**src/hw/rtl/anb_pkg.sv**
```systemverilog
// shared types and constants for the annex-b access unit splitter
package anb_pkg;

  localparam int WIN_SIZE = 5;
  localparam logic [2:0] WIN_FULL = 3'(WIN_SIZE);

  localparam logic [2:0] SC_NONE  = 3'd0;
  localparam logic [2:0] SC_SHORT = 3'd3;
  localparam logic [2:0] SC_LONG  = 3'd4;

  localparam logic [4:0] NAL_TYPE_MASK = 5'h1F;
  localparam logic [4:0] NAL_IDR = 5'd5;
  localparam logic [4:0] NAL_SPS = 5'd7;
  localparam logic [4:0] NAL_PPS = 5'd8;
  localparam logic [4:0] NAL_AUD = 5'd9;

  localparam logic [4:0] FLAG_SPS   = 5'b00001;
  localparam logic [4:0] FLAG_PPS   = 5'b00010;
  localparam logic [4:0] FLAG_IDR   = 5'b00100;
  localparam logic [4:0] FLAG_LONG  = 5'b01000;
  localparam logic [4:0] FLAG_SHORT = 5'b10000;

  localparam logic [1:0] ST_OK        = 2'd0;
  localparam logic [1:0] ST_NO_LEAD   = 2'd1;
  localparam logic [1:0] ST_EMPTY_NAL = 2'd2;
  localparam logic [1:0] ST_NO_AUD    = 2'd3;

  typedef struct packed {
    logic [7:0]  out_byte;
    logic        au_start;
    logic        nal_start;
    logic        out_last;
    logic [1:0]  status;
    logic [4:0]  seen_flags;
    logic [15:0] first_idr_unit;
    logic        first_idr_valid;
  } result_t;

endpackage

```
**src/hw/rtl/anb_parse.sv**
```systemverilog
// look-ahead window, start code detection and stream state
module anb_parse #(
  parameter int UNIT_INDEX_BITS = 16
) (
  input  logic            clk,
  input  logic            rst,
  input  logic            in_valid,
  output logic            in_stall,
  input  logic [7:0]      in_byte,
  input  logic            in_last,
  input  logic            res_ready,
  output logic            res_valid,
  output anb_pkg::result_t res
);
  import anb_pkg::*;

  logic [7:0]                 win [WIN_SIZE];
  logic [7:0]                 win_next [WIN_SIZE];
  logic [2:0]                 fill;
  logic [2:0]                 fill_pop;
  logic [2:0]                 skip;
  logic                       expect_header;
  logic                       seen_aud;
  logic [UNIT_INDEX_BITS-1:0] unit_count;
  logic [UNIT_INDEX_BITS-1:0] idr_index;
  logic                       idr_valid;
  logic [4:0]                 flags;
  logic [1:0]                 err;
  logic                       at_head;
  logic                       flushing;

  logic                       can_emit;
  logic                       emit_go;
  logic                       accept;
  logic                       last_e;
  logic [2:0]                 size;
  logic [7:0]                 hdr_byte;
  logic [4:0]                 nal_type;
  logic                       au;
  logic [2:0]                 skip_next;
  logic                       expect_next;
  logic                       seen_next;
  logic [UNIT_INDEX_BITS-1:0] unit_next;
  logic [UNIT_INDEX_BITS-1:0] idr_index_next;
  logic                       idr_valid_next;
  logic [4:0]                 flags_next;
  logic [1:0]                 err_next;
  logic [31:0]                idr_wide;

  assign can_emit  = (fill == WIN_FULL) || (flushing && fill != 3'd0);
  assign emit_go   = can_emit && res_ready;
  assign in_stall  = flushing || (fill == WIN_FULL && !emit_go);
  assign accept    = in_valid && !in_stall;
  assign last_e    = flushing && fill == 3'd1;
  assign res_valid = emit_go;
  assign fill_pop  = emit_go ? fill - 3'd1 : fill;

  // start code match and header decode for the oldest window byte
  always_comb begin
    size           = SC_NONE;
    hdr_byte       = '0;
    nal_type       = '0;
    au             = 1'b0;
    skip_next      = skip;
    expect_next    = expect_header;
    seen_next      = seen_aud;
    unit_next      = unit_count;
    idr_index_next = idr_index;
    idr_valid_next = idr_valid;
    flags_next     = flags;
    err_next       = err;

    if (skip != 3'd0) begin
      skip_next = skip - 3'd1;
    end else if (fill >= 3'd3 && win[0] == 8'h00 && win[1] == 8'h00) begin
      if (fill >= 3'd4 && win[2] == 8'h00 && win[3] == 8'h01) begin
        size = SC_LONG;
      end else if (win[2] == 8'h01) begin
        size = SC_SHORT;
      end
    end

    if (size != SC_NONE) begin
      skip_next  = size;
      flags_next = flags_next | ((size == SC_LONG) ? FLAG_LONG : FLAG_SHORT);
      if (at_head) begin
        au = 1'b1;
      end
      hdr_byte = (size == SC_LONG) ? win[4] : win[3];
      nal_type = hdr_byte[4:0] & NAL_TYPE_MASK;
      if (size < fill) begin
        if (nal_type == NAL_SPS) begin
          flags_next = flags_next | FLAG_SPS;
        end
        if (nal_type == NAL_PPS) begin
          flags_next = flags_next | FLAG_PPS;
        end
        if (nal_type == NAL_IDR) begin
          flags_next = flags_next | FLAG_IDR;
          if (!idr_valid) begin
            idr_index_next = unit_count;
            idr_valid_next = 1'b1;
          end
        end
        if (nal_type == NAL_AUD) begin
          if (seen_aud) begin
            if (unit_count != '1) begin
              unit_next = unit_count + UNIT_INDEX_BITS'(1);
            end
            au = 1'b1;
          end
          seen_next = 1'b1;
        end
      end else begin
        expect_next = 1'b1;
      end
    end

    if (at_head && size == SC_NONE && err == ST_OK) begin
      err_next = ST_NO_LEAD;
    end
    if (last_e) begin
      if (err_next == ST_OK && expect_next) begin
        err_next = ST_EMPTY_NAL;
      end
      if (err_next == ST_OK && !seen_next) begin
        err_next = ST_NO_AUD;
      end
    end
  end

  assign idr_wide = 32'(idr_index_next);

  always_comb begin
    res.out_byte        = win[0];
    res.au_start        = au;
    res.nal_start       = (size != SC_NONE);
    res.out_last        = last_e;
    res.status          = last_e ? err_next : ST_OK;
    res.seen_flags      = flags_next;
    res.first_idr_unit  = idr_valid_next ? idr_wide[15:0] : 16'd0;
    res.first_idr_valid = idr_valid_next;
  end

  // shift on emit, then write the new beat behind the remaining bytes
  always_comb begin
    for (int i = 0; i < WIN_SIZE - 1; i++) begin
      win_next[i] = emit_go ? win[i+1] : win[i];
    end
    win_next[WIN_SIZE-1] = win[WIN_SIZE-1];
    if (accept) begin
      for (int i = 0; i < WIN_SIZE; i++) begin
        if (3'(i) == fill_pop) begin
          win_next[i] = in_byte;
        end
      end
    end
  end

  always_ff @(posedge clk) begin
    for (int i = 0; i < WIN_SIZE; i++) begin
      win[i] <= win_next[i];
    end
  end

  always_ff @(posedge clk) begin
    if (rst || (emit_go && last_e)) begin
      fill          <= '0;
      skip          <= '0;
      expect_header <= 1'b0;
      seen_aud      <= 1'b0;
      unit_count    <= '0;
      idr_index     <= '0;
      idr_valid     <= 1'b0;
      flags         <= '0;
      err           <= ST_OK;
      at_head       <= 1'b1;
      flushing      <= 1'b0;
    end else begin
      fill <= accept ? fill_pop + 3'd1 : fill_pop;
      if (accept && in_last) begin
        flushing <= 1'b1;
      end
      if (emit_go) begin
        skip          <= skip_next;
        expect_header <= expect_next;
        seen_aud      <= seen_next;
        unit_count    <= unit_next;
        idr_index     <= idr_index_next;
        idr_valid     <= idr_valid_next;
        flags         <= flags_next;
        err           <= err_next;
        at_head       <= 1'b0;
      end
    end
  end

`ifndef SYNTHESIS
  a_end_clears: assert property (@(posedge clk) disable iff (rst)
    emit_go && last_e |=> fill == 3'd0 && !flushing && at_head)
    else $error("stream end did not return to head state");

  a_flush_has_bytes: assert property (@(posedge clk) disable iff (rst)
    flushing |-> fill != 3'd0)
    else $error("draining with an empty window");

  a_flags_grow: assert property (@(posedge clk) disable iff (rst)
    emit_go && !last_e |=> (flags & $past(flags)) == $past(flags))
    else $error("seen flags lost a bit inside a stream");

  a_idr_held: assert property (@(posedge clk) disable iff (rst)
    idr_valid && !(emit_go && last_e) |=> idr_valid && $stable(idr_index))
    else $error("first idr index changed inside a stream");
`endif

endmodule

```
**src/hw/rtl/anb_out_reg.sv**
```systemverilog
// result register between the parser and the output channel
module anb_out_reg (
  input  logic              clk,
  input  logic              rst,
  input  logic              res_valid,
  input  anb_pkg::result_t  res,
  output logic              res_ready,
  output logic              out_valid,
  input  logic              out_stall,
  output anb_pkg::result_t  out_res
);
  import anb_pkg::*;

  assign res_ready = !out_valid || !out_stall;

  always_ff @(posedge clk) begin
    if (rst) begin
      out_valid <= 1'b0;
    end else if (res_ready) begin
      out_valid <= res_valid;
    end
  end

  always_ff @(posedge clk) begin
    if (res_ready && res_valid) begin
      out_res <= res;
    end
  end

endmodule

```
**src/hw/rtl/annexb_access_unit_splitter.sv**
```systemverilog
// top level of the annex-b access unit splitter
// a byte's result is taken into the result register once the five-byte window is full, or after the last beat
// sustained rate is one byte per cycle while out_stall is low, set by the window shift and the result register
// at stream end the window drains one result per cycle while out_stall is low, up to five, with input stalled
// rst is synchronous and clears all control state; the same clear follows every final result
module annexb_access_unit_splitter #(
  parameter int UNIT_INDEX_BITS = 16
) (
  input  logic        clk,
  input  logic        rst,
  input  logic        in_valid,
  output logic        in_stall,
  input  logic [7:0]  in_byte,
  input  logic        in_last,
  output logic        out_valid,
  input  logic        out_stall,
  output logic [7:0]  out_byte,
  output logic        byte_valid,
  output logic        au_start,
  output logic        nal_start,
  output logic        out_last,
  output logic [1:0]  status,
  output logic [4:0]  seen_flags,
  output logic [15:0] first_idr_unit,
  output logic        first_idr_valid
);
  import anb_pkg::*;

  logic    res_valid;
  logic    res_ready;
  result_t res;
  result_t out_res;

  anb_parse #(
    .UNIT_INDEX_BITS(UNIT_INDEX_BITS)
  ) u_parse (
    .clk      (clk),
    .rst      (rst),
    .in_valid (in_valid),
    .in_stall (in_stall),
    .in_byte  (in_byte),
    .in_last  (in_last),
    .res_ready(res_ready),
    .res_valid(res_valid),
    .res      (res)
  );

  anb_out_reg u_out_reg (
    .clk      (clk),
    .rst      (rst),
    .res_valid(res_valid),
    .res      (res),
    .res_ready(res_ready),
    .out_valid(out_valid),
    .out_stall(out_stall),
    .out_res  (out_res)
  );

  assign out_byte        = out_res.out_byte;
  assign byte_valid      = 1'b1;
  assign au_start        = out_res.au_start;
  assign nal_start       = out_res.nal_start;
  assign out_last        = out_res.out_last;
  assign status          = out_res.status;
  assign seen_flags      = out_res.seen_flags;
  assign first_idr_unit  = out_res.first_idr_unit;
  assign first_idr_valid = out_res.first_idr_valid;

endmodule

```
**config.mk**
```make
export PLATFORM = sky130hd
export DESIGN_NAME = annexb_access_unit_splitter
export DESIGN_NICKNAME = d
export VERILOG_FILES = /design/src/hw/rtl/anb_pkg.sv /design/src/hw/rtl/anb_parse.sv /design/src/hw/rtl/anb_out_reg.sv /design/src/hw/rtl/annexb_access_unit_splitter.sv
export SDC_FILE = /design/constraint.sdc
export NUM_CORES = 1
export LEC_CHECK = 0
export BUFFER_PORTS_ARGS = -buffer_cell sky130_fd_sc_hd__buf_2
export CAP_MARGIN = 20
export CORE_ASPECT_RATIO = 1.75
export CORE_MARGIN = 3
export CORE_UTILIZATION = 30
export DETAILED_ROUTE_END_ITERATION = 6
export GPL_TIMING_DRIVEN = 0
export PLACE_DENSITY_LB_ADDON = 0.2
export SKIP_CTS_REPAIR_TIMING = 1
export SKIP_LAST_GASP = 1
export SYNTH_ARGS = -nofsm -noshare
export SYNTH_HDL_FRONTEND = slang
export SYNTH_SLANG_ARGS = --single-unit
```
**constraint.sdc**
```tcl
create_clock -name clk -period 10 [get_ports clk]
set_clock_uncertainty 0.15 [all_clocks]
set_input_delay 1 -clock clk [delete_from_list [all_inputs] [get_ports clk]]
set_output_delay 1 -clock clk [all_outputs]
set_load 0.005 [all_outputs]
```
==> results of run 1 <==
==> kinds of logic after synthesis <==
logic type | count (synthesis) | synth area share
adder cells (fa/ha/maj) | 14 | 0.0310
XOR/XNOR | 3 | 0.00465
buffers and inverters | 54 | 0.0385
AND/OR/NAND/NOR | 266 | 0.228
flip-flops | 126 | 0.522
AO/OA/AOI/OAI | 115 | 0.131
other | 1 | 0.000663
multiplexers | 25 | 0.0443
==> power groups by stage <==
stage / clock [mW] / combinational (mW) / sequential [mW]
6_report: 0.651 / 0.309 / 0.715
5_1_grt: 0.686 / 0.347 / 0.727
4_1_cts: 0.669 / 0.311 / 0.715
3_5_place_dp: 0 / 0.308 / 0.725
3_3_place_gp: 0 / 0.294 / 0.724
2_1_floorplan: 0 / 0.210 / 0.699
==> area by class of cell <==
cell class | instances | area (µm²) | share of cell area
sequential | 126 | 2950 | 0.431
clock inverter | 10 | 119 | 0.0173
tap | 234 | 293 | 0.0427
timing repair buffer | 50 | 273 | 0.0398
multi-input combinational | 424 | 2480 | 0.362
inverter | 18 | 67.6 | 0.00985
buffer | 36 | 151 | 0.0221
clock buffer | 22 | 518 | 0.0755
==> synth_stat cells (4+ instances only) <==
library cell / number / area [µm²]
a211oi_1: 5 / 37.5
a21oi_1: 27 / 135
a31oi_1: 25 / 156
a41oi_1: 4 / 35.0
and2_1: 4 / 25.0
and3_1: 8 / 50.1
and4_1: 4 / 35.0
buf_1: 4 / 15.0
clkbuf_1: 27 / 101
dfxtp_1: 83 / 1660
edfxtp_1: 43 / 1290
ha_1: 14 / 175
inv_1: 17 / 63.8
mux2i_1: 25 / 250
nand2_1: 104 / 390
nand2b_1: 5 / 31.3
nand3_1: 27 / 135
nand4_1: 10 / 62.6
nor2_1: 54 / 203
nor3_1: 7 / 35.0
nor4_1: 7 / 43.8
o21ai_0: 21 / 105
o31ai_1: 14 / 105
or2_2: 5 / 31.3
or3_1: 5 / 31.3
or4_1: 14 / 105
==> final timing paths <==
kind / from / to / slack (ps) / cells past startpoint
setup / recovery: u_parse.win[0][18]$_DFF_P_ / u_parse.unit_count[11]$_SDFFE_PP0P_ / 5180 / 11
hold / removal: u_parse.flags[3]$_SDFFE_PP0P_ / u_parse.flags[3]$_SDFFE_PP0P_ / 310 / 2
setup reg to reg: u_parse.win[0][18]$_DFF_P_ / u_parse.unit_count[11]$_SDFFE_PP0P_ / 5180 / 11
hold reg to reg: u_parse.flags[3]$_SDFFE_PP0P_ / u_parse.flags[3]$_SDFFE_PP0P_ / 310 / 2
==> flip-flops by register name, summed over array words and instances (netlist names), 2 cells and up <==
| register | cells |
|---|---|
| u_parse.win | 40 |
| u_parse.err | 2 |
| u_parse.idr_index | 16 |
| u_parse.fill | 3 |
| u_parse.flags | 5 |
| u_parse.skip | 3 |
| u_parse.unit_count | 16 |
| u_out_reg.out_res | 35 |
==> metal layers <==
layer	up-vias	wire [µm]	GRT usage
met4	0	577	0.0989
met1	2247	5530	0.149
met5	-	0	0
met2	109	8970	0.298
li1	2327	-	-
met3	28	390	0.0255
==> worst max-delay path, stage by stage, from the launching register on <==
cell and delay [ps]:
dfxtp_1 330, nor4_1 450, nand4_1 440, nor3_1 860
ha_1 400, o21a_1 140, or4_1 490, a211o_1 350
clkbuf_1 250, clkbuf_1 310, o31ai_1 360, a21oi_1 100
==> through the flow <==
step	area (µm²)	power, mW	hold slack (ps)	utilization	worst slack, ps
after floorplan	5650	0.908	278	-	6370
after global placement	6190	1.02	292	0.338	5340
after detailed placement	6220	1.03	298	0.340	5330
after CTS	6860	1.69	312	0.375	5230
after global routing	6860	1.76	339	0.375	4850
final	6860	1.68	307	0.375	5180
==> results by group, run 1 <==
Clock network
  – CTS tree: yes
  – Clock Latency Late Sink: 410 ps
  – CTS Buf Count: 17
  – Root buffer cell: clkbuf_16
  – CTS sink cnt: 126
  – Worst-path clk slew: 60 ps
  – Htree depth: 4
  – Clock Tree Buf Depth: 2

Yosys
  – Synth Cell Area: 0.00565 mm²
  – Post-synth top flop: dfxtp_1
  – Sequential fraction of the synthesis area: 0.522
  – Synth warnings: 0
  – Post-Syn Instances: 604
  – EDFF count, synth: 43
  – Register bit count reported by yosys: 126
  – Synth Area per Inst: 9.36 µm²
  – Asr flop ratio synth: 0
  – Syn nets: 631
  – Synth unique cells: 55

Flow run
  – Maxcap violations: 0

Power
  – Net Switching: 0.500 mW
  – PwrDens: 244 mW/mm²
  – Combinational power share: 0.185
  – Switch share: 0.298
  – Clock share of power: 0.389
  – Pleak: 2.68 nW
  – Sequential Power Share: 0.427
  – Int Power: 1.18 mW
  – Peak supply drop: 0.000115 V

GRT
  – Total track usage: 0.157
  – First-pass GRT wire length: 24.9 mm
  – Largest net degree at the start of global routing: 25
  – Vias in the first global route: 4908
  – Initial antenna violation count: 0
  – Overflow after GRT: 0

Floorplanning
  – Starting Density: 0.309
  – Core ar.: 0.0183 mm²
  – Die W: 110 µm
  – Die Ht: 188 µm
  – Num ports: 51
  – Die area: 0.0206 mm²
  – FP Rows: 65

Placement
  – DPL Wire Length: 11.7 mm
  – RD Place Congestion: 0.880
  – Placed cells: 888
  – # port buffers: 49

Worst setup path
  – CP startpoint kind: register
  – Crit. End Element: register
  – CP required: 10110 ps
  – Setup CP Type: register to register
  – Worst EP arrival: 4930 ps
  – CP max FO: 10

STA
  – Setup TNS: 0 ps
  – Final setup viols: 0
  – Measured slew at the worst slew-check pin: 894 ps
  – Final Hold Fails: 0
  – Final min period: 4820 ps
  – Max transition margin: 0.400
  – Tcrit/Tclk final: 0.482
  – RSZ-0062 raised after global routing: false
  – Max-slew violation total from the final report: 0
  – F_max: 0.208 GHz

Routing
  – Via Count: 4711
  – Average routed wire per standard cell: 16.8 µm
  – Post-route ant nets: 0
  – Vias per cell: 5.12
  – Post-route DRC: 0
  – DRT Pass-1 Iters: 4
  – Drt total wl: 15.5 mm
  – DRT iter0 DRCs: 194

Cells and area
  – Area growth syn-to-layout: 21.3%
  – Layout cells sized above 1: 0.140
  – Post-layout net count: 700
  – Commonest non-fill, non-tap cell in the layout: nand2_1
  – Commonest non-fill, non-tap cells in the layout: nand2_1, dfxtp_1, nor2_1
  – Finished Layout Cells: 920
  – Antenna cells: 0
  – Fill cell count: 1854

Outcome
  – Status: complete, no violations

Worst hold path
  – Min-delay worst type: register to register
Note: power is estimated with default switching activity, not from simulation.
==> run 2, diff against run 1 <==
- ABC_AREA: not set -> 1
- clock period: 10 -> 3.9 ns (I/O delays scaled with it)
==> run 2 against run 1 <==
Net effect:
- largest cell class unchanged
- clock-buffer cell count is 4 lower
- critical path type unchanged
- critical endpoint is now u_out_reg.out_res[15]$_SDFFCE_PN0P_
- final cell count is 16% higher
- synthesized area is 6.2% higher
- die area is 5.9% higher
- register-to-register slack worse by 4600 ps
- first-iteration DRC count is 8.8% lower
==> results by group, run 2 <==
Floorplanning
  – Die Ht: 193 µm (+3.0%)
  – FP Rows: 67 (+3.1%)
  – Die area: 0.0218 mm² (+5.9%)
  – Num ports: 51 (unchanged)
  – Starting Density: 0.309 (about the same)
  – Core ar.: 0.0194 mm² (+6.3%)
  – Die W: 113 µm (+2.9%)

Worst setup path
  – CP startpoint: u_parse.fill[0]$_SDFF_PP0_
  – CP Cell Sequence: ha_1, nor2_1, o21ai_1, nand2_1, nor2_4, nand2_2, inv_1, ha_1, nand2_1, inv_1, nand2_1, nand2_1, nor2_1, inv_1, nor2_1, nor2_2, buf_4, a21oi_1
  – CP required: 4010 ps (-6100 ps)
  – CP max stage cell: dfxtp_1
  – CP max FO: 10 (unchanged)
  – Worst EP arrival: 3470 ps (-1460 ps)
  – Largest stage delay, worst path: 420 ps (-440 ps)
  – Crit-path most repeated cell: nand2_1
  – Crit. End Element: register
  – CP startpoint kind: register
  – Setup CP Type: register to register
  – Buf/Inv on CP: 4 (+2)
  – Delay-heaviest family, CP: simple AND/OR/NAND/NOR gates
  – FF-to-FF Start: u_parse.fill[0]$_SDFF_PP0_

GRT
  – Initial antenna violation count: 0 (unchanged)
  – Overflow after GRT: 0 (unchanged)
  – Vias in the first global route: 5077 (+3.4%)
  – Largest net degree at the start of global routing: 34 (+36%)
  – Total track usage: 0.158 (+0.000779)
  – First-pass GRT wire length: 26.4 mm (+6.2%)

Yosys
  – Largest family of logic cells by synthesized area: simple AND/OR/NAND/NOR gates
  – EDFF count, synth: 43 (unchanged)
  – Compound-Gate Fraction of Synth Area: 0.124 (-0.00639)
  – Synth Area per Inst: 8.08 µm² (-14%)
  – Sequential fraction of the synthesis area: 0.492 (-0.0306)
  – Simple-gate share of the synthesized area: 0.260 (+0.0321)
  – Post-synth top flop: dfxtp_1
  – Post-synth top area share: 0.277 (-0.0172)
  – Synth Cell Area: 0.00601 mm² (+6.2%)
  – Syn nets: 770 (+22%)
  – Yosys top cell by area: dfxtp_1
  – Mux cell area share after synthesis: 0 (-0.0443)
  – Post-Syn Instances: 743 (+23%)
  – Most numerous cell in the Yosys netlist: nand2_1
  – Post-Synth XOR/XNOR Area: 0.0160 (+0.0114)
  – Asr flop ratio synth: 0 (unchanged)
  – Register bit count reported by yosys: 126 (unchanged)
  – Synth warnings: 0 (unchanged)
  – Synth unique cells: 36 (-35%)
  – Post-synthesis adder-cell area fraction: 0.0292 (-0.00181)
  – Main area contributors after synthesis: dfxtp_1, edfxtp_1, nand2_1, inv_1, nor2_1
  – Synth cell count leaders: nand2_1, inv_1, dfxtp_1, nor2_1, o21ai_0

STA
  – Max-slew violation total from the final report: 0 (unchanged)
  – Final Hold Fails: 0 (unchanged)
  – RSZ-0062 raised after global routing: false
  – Measured slew at the worst slew-check pin: 830 ps (-63.4 ps)
  – Tcrit/Tclk final: 0.862 (+0.380)
  – F_max: 0.297 GHz (+43%)
  – Final min period: 3360 ps (-1450 ps)
  – Final setup viols: 0 (unchanged)
  – Max transition margin: 0.445 (+0.0448)

Routing
  – DRT iter0 DRCs: 177 (-8.8%)
  – DRT Pass-1 Iters: 5 (+1)
  – Average routed wire per standard cell: 15.3 µm (-8.8%)
  – Post-route ant nets: 0 (unchanged)
  – Vias per cell: 4.77 (-6.9%)
  – Via Count: 5082 (+7.9%)
  – Post-route DRC: 0 (unchanged)
  – Drt total wl: 16.3 mm (+5.6%)

Clock network
  – Clock Latency Late Sink: 420 ps (about the same)
  – Htree depth: 4 (unchanged)
  – CTS tree: yes
  – Clock Tree Buf Depth: 2 (unchanged)
  – CTS Buf Count: 17 (unchanged)
  – Worst-path clk slew: 60 ps (about the same)
  – Root buffer cell: clkbuf_16
  – CTS sink cnt: 126 (unchanged)

Cells and area
  – Largest register FFs: 40 (unchanged)
  – Commonest non-fill, non-tap cell in the layout: nand2_1
  – Layout cells sized above 1: 0.148 (+0.00794)
  – Largest reg by FF count: u_parse.win
  – Final instance area: 0.00717 mm² (+4.5%)
  – Post-layout net count: 840 (+20%)
  – Antenna cells: 0 (unchanged)
  – Largest regs: u_parse.win x40, u_out_reg.out_res x35
  – Area growth syn-to-layout: 19.3%
  – Finished Layout Cells: 1066 (+16%)
  – Commonest non-fill, non-tap cells in the layout: nand2_1, inv_1, dfxtp_1

Placement
  – Placed Area: 0.00657 mm² (+5.7%)
  – RD Place Congestion: 0.882 (+0.25%)
  – DPL Wire Length: 12.5 mm (+7.0%)
  – Placed cells: 1034 (+16%)
  – # port buffers: 49 (unchanged)

Power
  – Pleak: 3.02 nW (+12%)
  – Peak supply drop: 0.000303 V (+160%)
  – PwrDens: 605 mW/mm² (+150%)

Flow run
  – Maxcap violations: 0 (unchanged)

Outcome
  – Status: complete, no violations

Worst hold path
  – Hold_sp: in_byte[0]
  – Min-delay worst type: input port to register
## run 2: cell types whose count changed after synthesis, sizes merged, moves of 15 or more
cell / change
nand4: +20
o21a: +16
mux2i: -25
nand3: +21
nand2: +60
o21ai: +30
a21oi: +15
nor2: +27
inv: +74
## run 2: stage by stage
stage	total power [mW]	TNS (ps)	hold WS (ps)	setup WS (ps)	util
6_report	4.33	0	27.0	537	0.368
3_5_place_dp	2.80	0	295	480	0.338
3_3_place_gp	2.80	-13830	296	-367	0.337
2_1_floorplan	2.47	0	280	972	-
5_1_grt	4.60	0	13.3	189	0.368
4_1_cts	4.40	0	-13.2	469	0.368
## run 2: logic make-up (layout without fill, tap and decap cells)
logic type | after synthesis | after routing
adder cells (fa/ha/maj) | 14 | 14
other | 1 | 1
AND/OR/NAND/NOR | 338 | 338
XOR/XNOR | 11 | 11
AO/OA/AOI/OAI | 134 | 134
buffers and inverters | 119 | 201
flip-flops | 126 | 126
## run 2: area by class of cell
type | count | area, µm²
buffer | 27 | 125
fill | 2082 | 12300
clock buffer | 18 | 439
sequential | 126 | 2950
tap | 241 | 302
multi-input combinational | 498 | 2580
timing repair buffer | 51 | 275
clock inverter | 13 | 143
inverter | 92 | 345
## run 2: path summary, 6_finish.rpt
kind,depth (start not counted),end,slack [ps]
max reg2reg,18,u_out_reg.out_res[15]$_SDFFCE_PN0P_,540
max,18,u_out_reg.out_res[15]$_SDFFCE_PN0P_,540
min reg2reg,2,u_parse.flags[2]$_SDFFE_PP0P_,300
min,1,u_parse.win[0][32]$_DFFE_PP_,30
## run 2: worst register-to-register path, stage by stage (launching register included)
cell,delay (ps)
dfxtp_1,420
ha_1,180
nor2_1,40
o21ai_1,180
nand2_1,140
nor2_4,230
nand2_2,130
inv_1,190
ha_1,270
nand2_1,60
inv_1,30
nand2_1,50
nand2_1,90
nor2_1,270
inv_1,110
nor2_1,190
nor2_2,130
buf_4,200
a21oi_1,150
## run 2: power by group
group / leakage [nW] / total [mW] / internal (mW) / switching [mW]
Clock: 0.272 / 1.56 / 0.954 / 0.605
Combinational: 1.66 / 0.952 / 0.327 / 0.625
Sequential: 1.08 / 1.82 / 1.64 / 0.178
Total: 3.02 / 4.33 / 2.92 / 1.41
## run 2: routing by layer
metal,up-vias,wire length [µm],track usage
met3,37,408,0.0300
met1,2347,5890,0.152
met2,87,9510,0.312
li1,2611,-,-
met5,-,0,0
met4,0,535,0.0764
